**src/design/fi2_pkg.sv**
```systemverilog
// fi2_pkg: shared widths, constants and the odd-phase coefficient rom for the
// x2 polyphase interpolator. No dependencies; used by every design file.
package fi2_pkg;

    // sample and result width (signed q15)
    localparam int SAMPLE_W  = 16;
    // fractional bits of the coefficient rom
    localparam int COEF_FRAC = 15;
    localparam int COEF_W    = 16;
    // accumulator: 30 products of 16x16 plus headroom
    localparam int ACC_W     = 34;
    // odd-phase taps, one per cell
    localparam int NUM_CELLS = 30;
    // input samples between a sample and its output pair
    localparam int LAG       = 15;
    localparam int CNT_W     = 4;

    // odd-phase subfilter, cell 0 multiplies the newest sample
    localparam logic signed [COEF_W-1:0] ODD_COEF [NUM_CELLS] = '{
        16'sd59,    -16'sd79,   16'sd118,   -16'sd180,  16'sd268,
        -16'sd387,  16'sd545,   -16'sd751,  16'sd1020,  -16'sd1379,
        16'sd1878,  -16'sd2628, 16'sd3915,  -16'sd6797, 16'sd20808,
        16'sd20808, -16'sd6797, 16'sd3915,  -16'sd2628, 16'sd1878,
        -16'sd1379, 16'sd1020,  -16'sd751,  16'sd545,   -16'sd387,
        16'sd268,   -16'sd180,  16'sd118,   -16'sd79,   16'sd59
    };

    // control broadcast along the cell chain
    typedef struct packed {
        logic advance;  // a sample beat is taken this cycle
        logic clear;    // drop all earlier history first
    } chain_ctrl_t;

endpackage

```
**src/design/fi2_pair_out.sv**
```systemverilog
// fi2_pair_out: output pair buffer with round-and-saturate of the odd phase.
// Sends the even beat then the odd beat; depends on fi2_pkg.
module fi2_pair_out
    import fi2_pkg::*;
(
    input  logic                       clk,
    input  logic                       rst_n,
    input  logic                       pend,
    input  logic signed [ACC_W-1:0]    acc,
    input  logic signed [SAMPLE_W-1:0] even,
    output logic                       take,
    output logic                       out_valid,
    input  logic                       out_ready,
    output logic signed [SAMPLE_W-1:0] value,
    output logic                       last
);

    localparam int SH_W = ACC_W - COEF_FRAC;
    localparam logic signed [ACC_W-1:0] HALF    = ACC_W'(1) <<< (COEF_FRAC - 1);
    localparam logic signed [ACC_W-1:0] HALF_M1 = HALF - ACC_W'(1);
    localparam logic signed [SH_W-1:0]  SAT_HI  = SH_W'(32767);
    localparam logic signed [SH_W-1:0]  SAT_LO  = -SH_W'(32768);

    logic                       pair_valid_reg;
    logic                       pair_valid_next;
    logic                       phase_reg;
    logic                       phase_next;
    logic signed [SAMPLE_W-1:0] even_reg;
    logic signed [SAMPLE_W-1:0] odd_reg;
    logic signed [ACC_W-1:0]    biased;
    logic signed [SH_W-1:0]     shifted;
    logic signed [SAMPLE_W-1:0] odd_sat;
    logic                       beat_done;

    // round half away from zero: bias one less below zero, then floor
    assign biased  = acc + (acc[ACC_W-1] ? HALF_M1 : HALF);
    assign shifted = biased[ACC_W-1:COEF_FRAC];

    // clamp to int16
    always_comb
    begin
        if (shifted > SAT_HI)
        begin
            odd_sat = SAMPLE_W'(SAT_HI);
        end
        else if (shifted < SAT_LO)
        begin
            odd_sat = SAMPLE_W'(SAT_LO);
        end
        else
        begin
            odd_sat = shifted[SAMPLE_W-1:0];
        end
    end

    // pair slot frees on the odd beat, so a new pair can load at once
    assign beat_done = out_ready && pair_valid_reg;
    assign take      = pend && (!pair_valid_reg || (beat_done && phase_reg));

    always_comb
    begin
        pair_valid_next = pair_valid_reg;
        phase_next      = phase_reg;
        if (take)
        begin
            pair_valid_next = 1'b1;
            phase_next      = 1'b0;
        end
        else if (beat_done)
        begin
            pair_valid_next = !phase_reg;
            phase_next      = !phase_reg;
        end
    end

    // control state
    always_ff @(posedge clk or negedge rst_n)
    begin
        if (!rst_n)
        begin
            pair_valid_reg <= 1'b0;
            phase_reg      <= 1'b0;
        end
        else
        begin
            pair_valid_reg <= pair_valid_next;
            phase_reg      <= phase_next;
        end
    end

    // pair payload
    always_ff @(posedge clk)
    begin
        if (take)
        begin
            even_reg <= even;
            odd_reg  <= odd_sat;
        end
    end

    assign out_valid = pair_valid_reg;
    assign value     = phase_reg ? odd_reg : even_reg;
    assign last      = phase_reg;

`ifndef SYNTHESIS
    // a freshly loaded pair starts with the even beat
    a_load_even: assert property (@(posedge clk) disable iff (!rst_n)
        take |=> (pair_valid_reg && !phase_reg))
        else $error("pair load did not start on the even beat");

    // the even beat is always followed by the odd beat of the same pair
    a_odd_follows: assert property (@(posedge clk) disable iff (!rst_n)
        (beat_done && !phase_reg) |=> (pair_valid_reg && phase_reg))
        else $error("odd beat missing after even beat");

    // a waiting beat keeps its payload until it is accepted
    a_out_hold: assert property (@(posedge clk) disable iff (!rst_n)
        (out_valid && !out_ready) |=> (out_valid && $stable(value) && $stable(last)))
        else $error("output beat changed while waiting");
`endif

endmodule

```
**config.mk**
```make
export PLATFORM = sky130hd
export DESIGN_NAME = fi2_pair_out
export DESIGN_NICKNAME = d
export VERILOG_FILES = /design/src/design/fi2_pkg.sv /design/src/design/fi2_pair_out.sv
export SDC_FILE = /design/constraint.sdc
export NUM_CORES = 1
export LEC_CHECK = 0
export ABC_AREA = 1
export BUFFER_PORTS_ARGS = -buffer_cell sky130_fd_sc_hd__buf_2
export CAP_MARGIN = 15
export CORE_ASPECT_RATIO = 1.75
export CORE_MARGIN = 5
export CORE_UTILIZATION = 40
export CTS_CLUSTER_DIAMETER = 120
export CTS_CLUSTER_SIZE = 20
export DETAILED_ROUTE_END_ITERATION = 6
export HOLD_SLACK_MARGIN = 0.06
export PLACE_DENSITY = 0.63
export SYNTH_ARGS = -nofsm -noshare
export SYNTH_HDL_FRONTEND = slang
export SYNTH_SLANG_ARGS = --single-unit
```
**constraint.sdc**
```tcl
create_clock -name clk -period 4.95 [get_ports clk]
set_clock_uncertainty 0.15 [all_clocks]
set_input_delay 0.2475 -clock clk [delete_from_list [all_inputs] [get_ports clk]]
set_output_delay 0.2475 -clock clk [all_outputs]
set_load 0.03 [all_outputs]
```
Word level (Yosys, flattened, before mapping)
Cells that the tools add are included.
{"block": "op_classes", "magnitude_cmp": 2, "muxes": 6, "n_reduce_logical": 7, "n_addsub": 1}
{"op": "$add A34 B16 Y34", "count": 1}
{"op": "$mux W16", "count": 2}
{"op": "$gt A19 B16 Y1 const B", "count": 1}
{"op": "$lt A19 B16 Y1 const B", "count": 1}
{"op": "$mux W15", "count": 1}
{"op": "$logic_and A1 B1 Y1", "count": 3}
{"op": "$mux W1", "count": 3}
{"op": "$logic_not A1 Y1", "count": 2}
{"op": "$reduce_bool A2 Y1", "count": 1}
{"op": "$logic_or A1 B1 Y1", "count": 1}
{"block": "word_totals", "elab_cells": 20, "inputBits": 54, "reg_bits": 34}

Depth between registers and ports, before layout
{"block": "depth", "word_depth": 5, "ltp_mapped": 16, "mapped_depth_nobuf": 15}

Worst setup path after synthesis
Ideal clock, no wire load.
{"block": "synth_path", "kind": "reg-to-reg", "startpoint": "register phase_reg (netlist: last)", "endpoint": "register even_reg[0] (enable)", "slack_ns": 2.257, "path_stages_with_launch": 6, "arrival_time_ns": 2.148, "setup_time_ns": 0.395, "n_path_buf": 1, "synth_period_minus_slack_ns": 2.693, "cell_sequence": "dfrtp_1 -> clkbuf_1 -> clkinv_1 -> o21ai_0 -> nand2_1 -> inv_1"}
{"block": "synth_via", "elab_chain_cells": 3}
{"item": "start, declared", "line_no": "fi2_pair_out.sv:26", "source": "logic phase_reg;"}
{"item": "start signal, assigned", "line_no": "fi2_pair_out.sv:87", "source": "phase_reg <= phase_next;"}
{"item": "$logic_and A1 B1 Y1", "line_no": "fi2_pair_out.sv:58", "source": "assign take = pend && (!pair_valid_reg || (beat_done && phase_reg));"}
{"item": "$logic_or A1 B1 Y1", "line_no": "fi2_pair_out.sv:58"}
{"item": "$logic_and A1 B1 Y1", "line_no": "fi2_pair_out.sv:58"}
{"item": "net take", "line_no": "fi2_pair_out.sv:11", "source": "output logic take,"}
{"item": "end signal, assigned", "line_no": "fi2_pair_out.sv:96", "source": "even_reg <= even;"}
{"item": "end, declared", "line_no": "fi2_pair_out.sv:28", "source": "logic signed [SAMPLE_W-1:0] even_reg;"}
The timed path passes the listed nets, and every way through them passes these cells.
A chain may end at the register's enable or synchronous reset.

Final worst setup path
{"block": "layout_path", "startpoint": "register phase_reg (netlist: last)", "endpoint": "output take"}
{"block": "layout_via", "elab_chain_cells": 3}
{"item": "$logic_and A1 B1 Y1", "line_no": "fi2_pair_out.sv:58"}
{"item": "$logic_or A1 B1 Y1", "line_no": "fi2_pair_out.sv:58"}
{"item": "$logic_and A1 B1 Y1", "line_no": "fi2_pair_out.sv:58"}
{"item": "end, declared", "line_no": "fi2_pair_out.sv:11"}
Every way passes these cells.

==> impl_metrics.py <==
metrics = {
    "critical_path": {
        "crit_arrival_ps": 2550,
        "rr_startpoint": "last",
        "start_kind": "flip-flop",
        "reg2reg_depth": 5,
        "reg2reg_slack_ps": 2250,
        "required_ps": 4550,
        "cp-startpoint": "last",
        "crit_type": "reg -> out",
        "worst_r2r_endpoint": "odd_reg[15]",
        "worstSetupEndpointType": "primary output",
        "crit_fanout": 26,
    },
    "clock_network": {
        "post_cts_buffers": 0,
        "cts-root-buf": "clkbuf_16",
        "cts.sink_count": 34,
        "clk_pin_slew_worst_paths_ps": 50,
        "tritoncts": "built",
        "cts_buffers": 5,
        "cts_buffer_depth": 2,
        "clk-insertion-delay-late_ps": 270,
        "htree_levels": 2,
    },
    "detailed_routing": {
        "drtPass1Iterations": 4,
        "wl_per_cell_um": 12.5,
        "totalWireLength_mm": 6.90,
        "vias": 2634,
        "postRouteAntennaNets": 0,
        "drt_iter0_drc": 105,
        "drc": 0,
        "via_per_inst": 4.78,
    },
    "yosys": {
        "synth_top_area_cell": "edfxtp_1",
        "yosysTopAreaCellShare_pct": 35.7,
        "synthArstFlopShare_pct": 5.88,
        "synth.avg_cell_area_um2": 7.19,
        "synth_commonest_cells": "nand2_1 (152), inv_1 (39), edfxtp_1 (32)",
        "synth-edff-count": 32,
        "synth.area.top_cells": "edfxtp_1 (36%), nand2_1 (21%), ha_1 (6.5%)",
        "netlist_area_um2": 2700,
        "yosys_register_bits": 34,
        "syn-num-nets": 443,
        "yosysUniqueCellTypes": 36,
        "synth.most_common_cell": "nand2_1",
        "yosysWarnings": 0,
        "synth_flop_cell": "edfxtp_1",
        "ys_seq_area_share_pct": 37.5,
        "synthCells": 375,
    },
    "timing": {
        "finalMaxSlewViolations": 0,
        "fin_crit_sh_pct": 59.6,
        "fin_hold_ws_ps": 131,
        "setup_viol": 0,
        "fmax_mhz": 339,
        "period_minus_slack_ps": 2950,
        "tightest_slew_ps": 923,
        "finalHoldViolCount": 0,
        "rsz0062_at_grt": "no",
        "relSlewSlack_pct": 38.4,
        "tns_ps": 0,
    },
    "floorplanning": {
        "die_h_um": 119,
        "row_count": 39,
        "die_w_um": 72.1,
        "ios": 73,
        "core-area_um2": 6540,
        "die_area_um2": 8540,
        "initial_core_util_pct": 41.2,
    },
    "pwr": {
        "power_frac_comb_pct": 40.7,
        "p_seq_share_pct": 34.4,
        "p_int_mw": 0.694,
        "p_leak_nw": 1.76,
        "power_density_nw_per_um2": 334,
        "clockPowerShare_pct": 24.9,
        "max-vdd-ir-drop_v": 0.000156,
        "p_sw_share_pct": 39.7,
        "p_sw_mw": 0.457,
    },
    "run_status": {
        "status": "finished clean",
    },
    "placed_design": {
        "dp_hpwl_mm": 5.72,
        "gp_congestion": 0.900,
        "portBuffers": 72,
    },
    "global_routing": {
        "grt_pass1_vias": 2616,
        "grtUsageTotal_pct": 16.6,
        "grt_pass1_wl_mm": 11.2,
        "grt_max_degree": 27,
        "overflow": 0,
        "antenna_found_initial": 0,
    },
    "finish": {
        "final_nets": 536,
        "drive_gt1_share_pct": 23.9,
        "syn_to_final_growth_pct": 27.7,
        "num_antenna_cells": 0,
    },
    "hold_path": {
        "hp-class": "in -> async",
    },
    "job": {
        "maxCapViolCount": 0,
    },
}
## power groups by stage
stage               sequential [mW]  clock, mW  combinational (mW)
detailed placement            0.401          0               0.461
finish                        0.396      0.287               0.468
global route                  0.400      0.307               0.515
CTS                           0.397      0.295               0.475
global placement              0.399          0               0.457
floorplan                     0.393          0               0.328
## layout make-up
cell class	instances	area, um2
clock inverter	2	8.76
multi-input combinational	293	1470
timing repair buffer	92	556
clock buffer	6	129
fill	656	3100
sequential	34	1010
inverter	42	160
tap	82	103
## repair_timing
item | CTS | global route
hold endpoints to repair | 19 | 0
hold buffers | 18 | 0
endpoints found under the setup margin | 0 | 0
resized for setup | 0 | 0
## cells by family (layout without fill, tap and decap cells)
family	count (synthesis)	after routing	share of synthesized area (%)
adder cells (fa/ha/maj)	14	14	6.50
buffers and inverters	48	142	7.80
flip-flops	34	34	37.5
AO/OA/AOI/OAI	28	28	5.90
XOR/XNOR	5	5	1.62
AND/OR/NAND/NOR	246	246	40.7
## worst max-delay path by stage
stage / endpoint / slack [ps] / cells past startpoint
floorplan: even_reg[0] / 2260 / 5
global route: take / 1760 / 5
CTS: take / 1930 / 5
finish: take / 2000 / 5
global placement: odd_reg[7] / 2300 / 14
detailed placement: odd_reg[7] / 2230 / 5
## critical path, stage by stage, from the launching register on
cell and delay [ps]:
dfrtp_1 700, clkinv_1 180, o21ai_0 280, nand2_1 100, inv_1 680, buf_2 340
## metal layers
metal	routed length [um]	global-route usage, %	vias up	part of all wire (%)
met1	2360	15.4	1144	34
met4	346	10.9	0	5.0
met5	0	0	-	0
met3	381	2.38	22	5.5
met2	3820	31.8	78	55
li1	-	-	1390	-
## placed cells by master, fill, tap and decap left out, types with 2 or more instances in the layout
cell type	count
nand3_1	16
edfxtp_1	32
inv_1	39
buf_4	2
or2_0	3
nand2_4	5
clkbuf_16	5
dfrtp_1	2
nor3_1	2
nand2_2	18
nand4_1	9
o21ai_0	4
a21boi_0	2
a21oi_1	16
ha_1	14
nand2_1	152
nand3_2	2
xor2_1	4
a31oi_1	2
dlygate4sd3_1	18
buf_2	72
and3_1	2
nor2_1	31
clkinv_1	2
nor2_2	3
## per-stage QoR
step | utilization [%] | area (um2) | std cells | power (mW) | setup slack (ps)
after detailed placement | 47.8 | 3120 | 525 | 0.862 | 2230
after global placement | 47.8 | 3120 | 525 | 0.856 | 2300
after floorplan | - | 2700 | 375 | 0.720 | 2260
after global routing | 52.6 | 3440 | 551 | 1.22 | 1760
after CTS | 52.6 | 3440 | 551 | 1.17 | 1930
final | 52.6 | 3440 | 551 | 1.15 | 2000
Note: power is estimated with default switching activity, not from simulation.
