<file path="src/design/fi2_pkg.sv">
// fi2_pkg: shared widths, constants and the odd-phase coefficient rom for the
// x2 polyphase interpolator. No dependencies; used by every design file.
package fi2_pkg;

    // sample and result width (signed q15)
    localparam int SAMPLE_W  = 16;
    // fractional bits of the coefficient rom
    localparam int COEF_FRAC = 15;
    localparam int COEF_W    = 16;
    // accumulator: 30 products of 16x16 plus headroom
    localparam int ACC_W     = 34;
    // odd-phase taps, one per cell
    localparam int NUM_CELLS = 30;
    // input samples between a sample and its output pair
    localparam int LAG       = 15;
    localparam int CNT_W     = 4;

    // odd-phase subfilter, cell 0 multiplies the newest sample
    localparam logic signed [COEF_W-1:0] ODD_COEF [NUM_CELLS] = '{
        16'sd59,    -16'sd79,   16'sd118,   -16'sd180,  16'sd268,
        -16'sd387,  16'sd545,   -16'sd751,  16'sd1020,  -16'sd1379,
        16'sd1878,  -16'sd2628, 16'sd3915,  -16'sd6797, 16'sd20808,
        16'sd20808, -16'sd6797, 16'sd3915,  -16'sd2628, 16'sd1878,
        -16'sd1379, 16'sd1020,  -16'sd751,  16'sd545,   -16'sd387,
        16'sd268,   -16'sd180,  16'sd118,   -16'sd79,   16'sd59
    };

    // control broadcast along the cell chain
    typedef struct packed {
        logic advance;  // a sample beat is taken this cycle
        logic clear;    // drop all earlier history first
    } chain_ctrl_t;

endpackage

</file>
<file path="src/design/fi2_tap_cell.sv">
// fi2_tap_cell: one cell of the transposed odd-phase filter chain.
// Holds one partial sum; depends on fi2_pkg.
module fi2_tap_cell
    import fi2_pkg::*;
#(
    parameter logic signed [COEF_W-1:0] COEF = '0
)
(
    input  logic                       clk,
    input  logic                       rst_n,
    input  chain_ctrl_t                ctrl,
    input  logic signed [SAMPLE_W-1:0] sample,
    input  logic signed [ACC_W-1:0]    acc_in,
    output logic signed [ACC_W-1:0]    acc_out
);

    logic signed [SAMPLE_W+COEF_W-1:0] prod;
    logic signed [ACC_W-1:0]           carry;
    logic signed [ACC_W-1:0]           acc_reg;
    logic signed [ACC_W-1:0]           acc_next;

    // product of the broadcast sample and this cell's tap
    assign prod  = sample * COEF;
    // restart drops the partial sum coming from the neighbour
    assign carry = ctrl.clear ? '0 : acc_in;

    always_comb
    begin
        acc_next = acc_reg;
        if (ctrl.advance)
        begin
            acc_next = carry + ACC_W'(prod);
        end
    end

    // partial sum register
    always_ff @(posedge clk or negedge rst_n)
    begin
        if (!rst_n)
        begin
            acc_reg <= '0;
        end
        else
        begin
            acc_reg <= acc_next;
        end
    end

    assign acc_out = acc_reg;

endmodule

</file>
<file path="config.mk">
export PLATFORM = sky130hd
export DESIGN_NAME = fi2_tap_cell
export DESIGN_NICKNAME = d
export VERILOG_FILES = /design/src/design/fi2_pkg.sv /design/src/design/fi2_tap_cell.sv
export SDC_FILE = /design/constraint.sdc
export NUM_CORES = 1
export LEC_CHECK = 0
export BUFFER_PORTS_ARGS = -buffer_cell sky130_fd_sc_hd__buf_2
export CAP_MARGIN = 15
export CORE_MARGIN = 1.5
export CORE_UTILIZATION = 38
export CTS_CLUSTER_DIAMETER = 30
export DETAILED_ROUTE_END_ITERATION = 10
export HOLD_SLACK_MARGIN = 0.05
export PLACE_DENSITY = 0.75
export REMOVE_ABC_BUFFERS = 1
export SETUP_SLACK_MARGIN = 0.1
export SLEW_MARGIN = 20
export SYNTH_ARGS = -nofsm -noshare
export SYNTH_HDL_FRONTEND = slang
export SYNTH_SLANG_ARGS = --single-unit
</file>
<file path="constraint.sdc">
create_clock -name clk -period 0.8 [get_ports clk]
set_clock_uncertainty 0.1 [all_clocks]
set_input_delay 0.16 -clock clk [delete_from_list [all_inputs] [get_ports clk]]
set_output_delay 0.16 -clock clk [all_outputs]
set_load 0.03 [all_outputs]
</file>
# [Word level (Yosys, flattened, before mapping)]
# Cells that the tools add are included.
[word_totals] regBits=34 elab_cells=2 inputBits=54 output_inout_bits=34
[classes] n_mux=1
[ops] op="34-bit 2-to-1 mux" count=1

# [Longest topological paths before layout]
# Gate-level depths: netlist of run 1.
[depth] word_depth=1 mapped_depth=4 depth_no_buf=2

# [Least setup slack after synthesis of run 1]
# No wires, ideal clock.
[synth_path] kind="register to register" from="register acc_out[31] (netlist name)" to="register acc_reg[31] (netlist: acc_out[31])" stages_incl_launch_ff=3 t_arrival_ps=680 synth_period_minus_slack_ps=863 setup_slack_ps=-63 setup_time_ps=83 required_ps=617 path_buffers=0 path_cell_list="dfrtp_1 -> inv_1 -> o21ai_0"
[synth_rtl] item="end signal: assignment" line_no="fi2_tap_cell.sv:45" source="acc_reg <= acc_next;"
[synth_rtl] item="end: declaration" line_no="fi2_tap_cell.sv:19" source="logic signed [ACC_W-1:0] acc_reg;"

# [Worst setup path in the final report of run 1]
[layout_path] from="register acc_reg[2] (netlist: acc_out[2])" to="output port acc_out[2]"
[layout_rtl] item="end: declaration" line_no="fi2_tap_cell.sv:14" source="output logic signed [ACC_W-1:0] acc_out"
# No word-level cell between the ends.

==> results of run 1 <==
[layer usage]
| layer | GRT usage, % | routed length, um | vias to the layer above |
|---|---|---|---|
| met5 | 0 | 0 | - |
| met4 | 5.47 | 40 | 0 |
| met3 | 7.19 | 225 | 4 |
| met2 | 27.7 | 1720 | 42 |
| met1 | 18.3 | 1360 | 585 |
| li1 | - | - | 637 |
[synth_stat cells]
master     n
o21ai_0   28
inv_1     34
dfrtp_1   34
buf_2      1
clkbuf_1   6
buf_6      3
o21ai_1    6
nand3b_1  34
[placed cells by master (no fill, tap or decap)]
cell	n
nand3b_1	34
dlygate4sd3_1	1
buf_12	4
bufinv_16	1
inv_2	12
buf_2	37
o21ai_1	25
dfrtp_1	34
clkbuf_8	6
buf_4	3
o21ai_2	9
inv_1	22
buf_6	44
[worst min-delay path by stage]
stage                from           to  slack [ns]
6_report       acc_in[23]  acc_out[23]        0.01
5_1_grt         acc_in[3]   acc_out[3]        0.02
4_1_cts        acc_in[23]  acc_out[23]       0.005
3_5_place_dp        rst_n  acc_out[32]        0.03
3_3_place_gp        rst_n  acc_out[16]        0.03
2_1_floorplan       rst_n   acc_out[0]       -0.24
[power breakdown]
part	total, mW	internal [mW]	switching, mW
registers	1.96	1.86	0.107
logic	1.13	0.548	0.578
clock network	1.58	0.996	0.586
[cell type report]
type                       count  area (um2)
clock buffer                   6        82.6
clock inverter                 1        30.0
fill                         308        1280
inverter                      34         128
multi-input combinational     68         459
sequential                    34         851
tap                           48        60.1
timing repair buffer          89         793
[repair_timing]
item / in CTS / in global routing
setup buffers: 5 / 6
pin swaps: 4 / 6
gates resized for setup: 105 / 22
hold endpoints to repair: 68 / 26
endpoints found under the setup margin: 62 / 68
[through the flow]
step	TNS, ns	std cells	instance area (um2)
global route	-11.02	280	2400
finish	-9.63	280	2400
detailed placement	-2.16	261	1910
global placement	-1.58	261	1910
CTS	-10.01	274	2300
floorplan	-1.51	136	1400
[cells by family after synthesis]
family | Yosys count | synth area share (%)
DFF | 34 | 58.1
and+or+nand+nor | 34 | 17.4
AOI/OAI and AO/OA | 34 | 11.6
buffers and inverters | 44 | 12.9
==> out/results.ini, run 1 <==
[setup_path]
reg2reg_depth=3
crit_slowest_cell=dfrtp_1
cp.depth=1
crit_path_max_fanout=2
cp_cell_sequence=buf_6
cp-startpoint=acc_out[2]
critPathMaxStageDelay_ns=0.41
worstPathRequired_ns=0.54
crit_end=acc_out[2]
cp.arrival_ns=0.84
r2r_slack_ns=-0.04
endpoint_kind=primary output
start_kind=register
worstSetupPathType=reg -> out
reg2reg_from=acc_out[6]
path_delay_family=flip-flops
path_buf_inv=1
r2r-end=acc_out[6]

[detailed_routing]
ant_nets=0
viasPerCell=4.53
post_drt_wl_per_cell_um=12.0
route.detailed.drc=0
drtPass1Iterations=4
wirelength_um=3350
drt-initial-drc-count=18
via_count=1268

[run_status]
violations=negative setup slack
status=finished with violations

[sta]
fin_crit_sh_pct=138
max_freq_mhz=907
hold_viol=0
setup_viol=45
period_needed_ns=1.10
rsz0062_at_grt=yes
max_slew_margin_pct=87.8
setup_ws_ns=-0.303
drv_slew=0
tightestPinTransition_ns=0.184
hold_slack_ns=0.0132

[synthesis]
ys_seq_area_share_pct=58.1
synth_top_cell_area_share_pct=58.1
yosysWarnings=0
synth_area_um2=1470
synth_top_cell_by_area=dfrtp_1
ys_ff_latch=34
yosysUniqueCellTypes=8
synthTopCellsByArea=dfrtp_1 (58%), nand3b_1 (17%), o21ai_0 (9.6%), inv_1 (8.7%), buf_6 (2.3%)
postSynthCellCount=146
syn_area_per_cell_um2=10.0

[floorplan]
die-area_um2=4240
rows=22
fp.dieH_um=65.1
die_x_um=65.1
coreArea_um2=3690
start_util_pct=39.7
pin_count=88

[global_route]
grtUsageTotal_pct=16.3
grt_pass1_wl_um=5260
grt_overflow=0
grt_pass1_vias=1242
grt_max_degree=37
antenna_found_initial=0

[finish]
nNetsFinal=286
largest_reg_flops=34
fin_util_pct=65.2
area_growth_pct=64.0
drive_gt1_share_pct=50.0
diodes=0

[power_and_ir_drop]
p_per_area_nw_per_um2=1940
vdd_ir_drop_max_mv=0.963
finalPower_mw=4.67
leakagePower_nw=1.17

[clocking]
cts_tree=built
htreeDepth=2
cts_buffers=5
root_buffer=clkbuf_8
clk_latency_ns=0.28
hold_buffers=1
cts_buffer_depth=2
clock_sinks=34
path_clk_slew_ns=0.07

[placement]
dp_hpwl_um=2210
numPortBuffers=71
preCtsSetupSlack_ns=-0.121
finalWeightedCongestion=0.769

[hold_path]
min_path_cells=3
hold_path_class=in -> reg

[flow_run]
cap_violations=0

No activity file was read; power rests on OpenSTA's default activity.
==> run 2, diff against run 1 <==
--- a/config.mk
+++ b/config.mk
@@ -5,14 +5,15 @@
 export SDC_FILE = /design/constraint.sdc
 export NUM_CORES = 1
 export LEC_CHECK = 0
+export ABC_AREA = 1
 export BUFFER_PORTS_ARGS = -buffer_cell sky130_fd_sc_hd__buf_2
 export CAP_MARGIN = 15
 export CORE_MARGIN = 1.5
-export CORE_UTILIZATION = 38
-export CTS_CLUSTER_DIAMETER = 30
+export CORE_UTILIZATION = 37
+export CTS_CLUSTER_DIAMETER = 100
 export DETAILED_ROUTE_END_ITERATION = 10
 export HOLD_SLACK_MARGIN = 0.05
-export PLACE_DENSITY = 0.75
+export PLACE_DENSITY = 0.74
 export REMOVE_ABC_BUFFERS = 1
 export SETUP_SLACK_MARGIN = 0.1
 export SLEW_MARGIN = 20
==> run 2 against run 1 <==
The run still ends with negative setup slack left. Synthesized area shrank 6.6%. Hold slack lost 0.011 ns. Combinational power is essentially flat. Final cell count grew 1.8%. Flip-flop and latch count is the same. Sequential power is essentially flat. Largest power group unchanged. Synthesized cell count grew 1.4%. Non-clock buffer count grew 4. Worst setup slack lost 0.0041 ns. First-iteration DRC count grew to 7.0 times the previous value. Register-to-register slack lost 0.02 ns. Global-route usage grew 2.1 points.
==> out/results.ini, run 2 <==
[sta]
setup_viol=48  ; +6.7%
tightestPinTransition_ns=0.307  ; +0.124 ns
max_slew_margin_pct=79.5  ; -8.3 points
period_needed_ns=1.11  ; +0.00415 ns
drv_slew=0  ; unchanged
fin_crit_sh_pct=138  ; +0.52 points
hold_slack_ns=0.00266  ; -0.0105 ns
max_freq_mhz=904  ; -0.37%
rsz0062_at_grt=yes
setup_ws_ns=-0.307  ; -0.00415 ns
hold_viol=0  ; unchanged

[setup_path]
cp_cell_sequence=buf_6
cp.depth=1  ; unchanged
worstPathRequired_ns=0.54  ; about the same
crit_slowest_cell=dfrtp_1
path_buf_inv=1  ; unchanged
crit_path_max_fanout=2  ; unchanged
endpoint_kind=primary output
cp.arrival_ns=0.85  ; about the same
path_delay_family=flip-flops
reg2reg_depth=3  ; unchanged
reg2reg_from=acc_out[13]
worstSetupPathType=reg -> out
start_kind=register
cp-startpoint=acc_out[13]
critPathMaxStageDelay_ns=0.41  ; about the same

[hold_path]
hold_path_class=in -> reg
hold_start=acc_in[25]
min_path_cells=3  ; unchanged

[placement]
dp_hpwl_um=2190  ; -0.99%
post-place-cells=262  ; +0.38%
numPortBuffers=71  ; unchanged
finalWeightedCongestion=0.673  ; -12%
preCtsSetupSlack_ns=-0.133  ; -0.0126 ns

[synthesis]
syn_area_per_cell_um2=9.25  ; -7.8%
synthTopCellsByCount=nand2_1 (68), dfrtp_1 (34), nand3_1 (34)
synth_ff_type=dfrtp_1
synth_area_um2=1370  ; -6.6%
yosysUniqueCellTypes=8  ; unchanged
synth_edf_count=0  ; unchanged
postSynthCellCount=148  ; +1.4%
synth_top_cell_area_share_pct=62.2  ; +4.1 points
synth_most_common_cell=nand2_1
ys_ff_latch=34  ; unchanged
synth_top_cell_by_area=dfrtp_1
yosysWarnings=0  ; unchanged
synthTopCellsByArea=dfrtp_1 (62%), nand2_1 (19%), nand3_1 (12%), buf_6 (3.3%), buf_4 (1.6%)
ys_async_sr_fraction_pct=100  ; unchanged
ys_seq_area_share_pct=62.2  ; +4.1 points

[detailed_routing]
viasPerCell=4.68  ; +3.4%
via_count=1334  ; +5.2%
drtPass1Iterations=4  ; unchanged
wirelength_um=3810  ; +14%
route.detailed.drc=0  ; unchanged
drt-initial-drc-count=126  ; +108
post_drt_wl_per_cell_um=13.4  ; +12%
ant_nets=0  ; unchanged

[finish]
seqCellArea_um2=851  ; unchanged
nNetsFinal=292  ; +2.1%
drive_gt1_share_pct=48.5  ; -1.5 points
diodes=0  ; unchanged
largest_reg_flops=34  ; unchanged
area_growth_pct=67.4
final_cells=285  ; +1.8%
fin_util_pct=66.6  ; +1.4 points
layout_commonest_cell=nand2_1
multi_input_area_um2=468  ; +1.9%
fillers=263  ; -15%
layout_common_cells=nand2_1 (53), buf_6 (44), buf_2 (37), nand3_1 (34), dfrtp_1 (34)

[floorplan]
die-area_um2=4070  ; -3.9%
pin_count=88  ; unchanged
start_util_pct=39.8  ; +0.046 points
die_x_um=63.8  ; -2.0%
coreArea_um2=3440  ; -6.7%
rows=21  ; -4.5%
fp.dieH_um=63.8  ; -2.0%

[global_route]
grt_overflow=0  ; unchanged
grt_pass1_wl_um=5640  ; +7.2%
grt_pass1_vias=1240  ; -0.16%
grt_max_degree=35  ; -5.4%
antenna_found_initial=0  ; unchanged
grtUsageTotal_pct=18.4  ; +2.1 points

[run_status]
violations=negative setup slack
status=finished with violations

[clocking]
clk_latency_ns=0.28  ; about the same
htreeDepth=2  ; unchanged
cts_buffer_depth=2  ; unchanged
hold_buffers=1  ; unchanged
clock_sinks=34  ; unchanged
cts_buffers=5  ; unchanged
path_clk_slew_ns=0.06  ; about the same
cts_tree=built
root_buffer=clkbuf_8

[power_and_ir_drop]
swShare_pct=29.2  ; +2.0 points
leakagePower_nw=1.28  ; +9.2%
power_frac_seq_pct=45.3  ; +3.3 points
clockPowerShare_pct=29.3  ; -4.6 points
p_per_area_nw_per_um2=1890  ; -2.7%
internal_power_mw=3.06  ; -9.9%
finalPower_mw=4.33  ; -7.3%
switchingPower_mw=1.27  ; -0.39%
vdd_ir_drop_max_mv=0.934  ; -3.0%
combPwrFrac_pct=25.4  ; +1.3 points

[flow_run]
cap_violations=0  ; unchanged

[run 2: power by group through the flow]
stage	Clock, mW	Sequential, mW	Combinational (mW)
2_1_floorplan	0	2.22	0.149
3_5_place_dp	0	1.95	0.805
3_3_place_gp	0	1.94	0.796
5_1_grt	1.42	1.97	1.18
4_1_cts	1.31	1.95	0.996
6_report	1.27	1.96	1.10
[run 2: final cells by class]
type / count / share of cell area, %
clock buffer: 7 / 3.77
clock inverter: 1 / 0.218
inverter: 2 / 0.546
multi-input combinational: 102 / 20.4
sequential: 34 / 37.1
tap: 46 / 2.51
timing repair buffer: 93 / 35.4
[run 2: repair_timing]
item | in CTS | in global routing
pin swaps | 33 | 9
resized for setup | 71 | 24
setup endpoints to repair | 53 | 68
endpoints found under the hold margin | 68 | 34
gates cloned | 0 | 0
buffers inserted | 5 | 9
[run 2: through the flow]
step | cell area [um2] | setup TNS (ns)
final | 2290 | -10.07
after detailed placement | 1790 | -4.12
after floorplan | 1290 | -1.15
after global placement | 1790 | -3.53
after global routing | 2290 | -11.76
after CTS | 2150 | -9.90
[run 2: routing by layer]
layer | part of all wire (%) | vias to the layer above | track usage [%]
li1 | - | 651 | -
met1 | 40 | 615 | 22.8
met5 | 0 | - | 0
met3 | 8.8 | 2 | 7.57
met2 | 51 | 66 | 28.9
met4 | 0.29 | 0 | 6.52
[run 2: final timing paths]
check	end	slack [ns]
hold reg to reg	acc_out[16]	0.39
hold / removal	acc_out[25]	0.003
max in group asynchronous	acc_out[5]	0.16
setup reg to reg	acc_out[13]	-0.06
setup / recovery	acc_out[13]	-0.31
min in group asynchronous	acc_out[3]	0.26
[run 2: cells by family after synthesis]
logic type	Yosys count	synth area share (%)
buffers and inverters	12	6.76
flip-flops	34	62.2
AND/OR/NAND/NOR	102	31.1
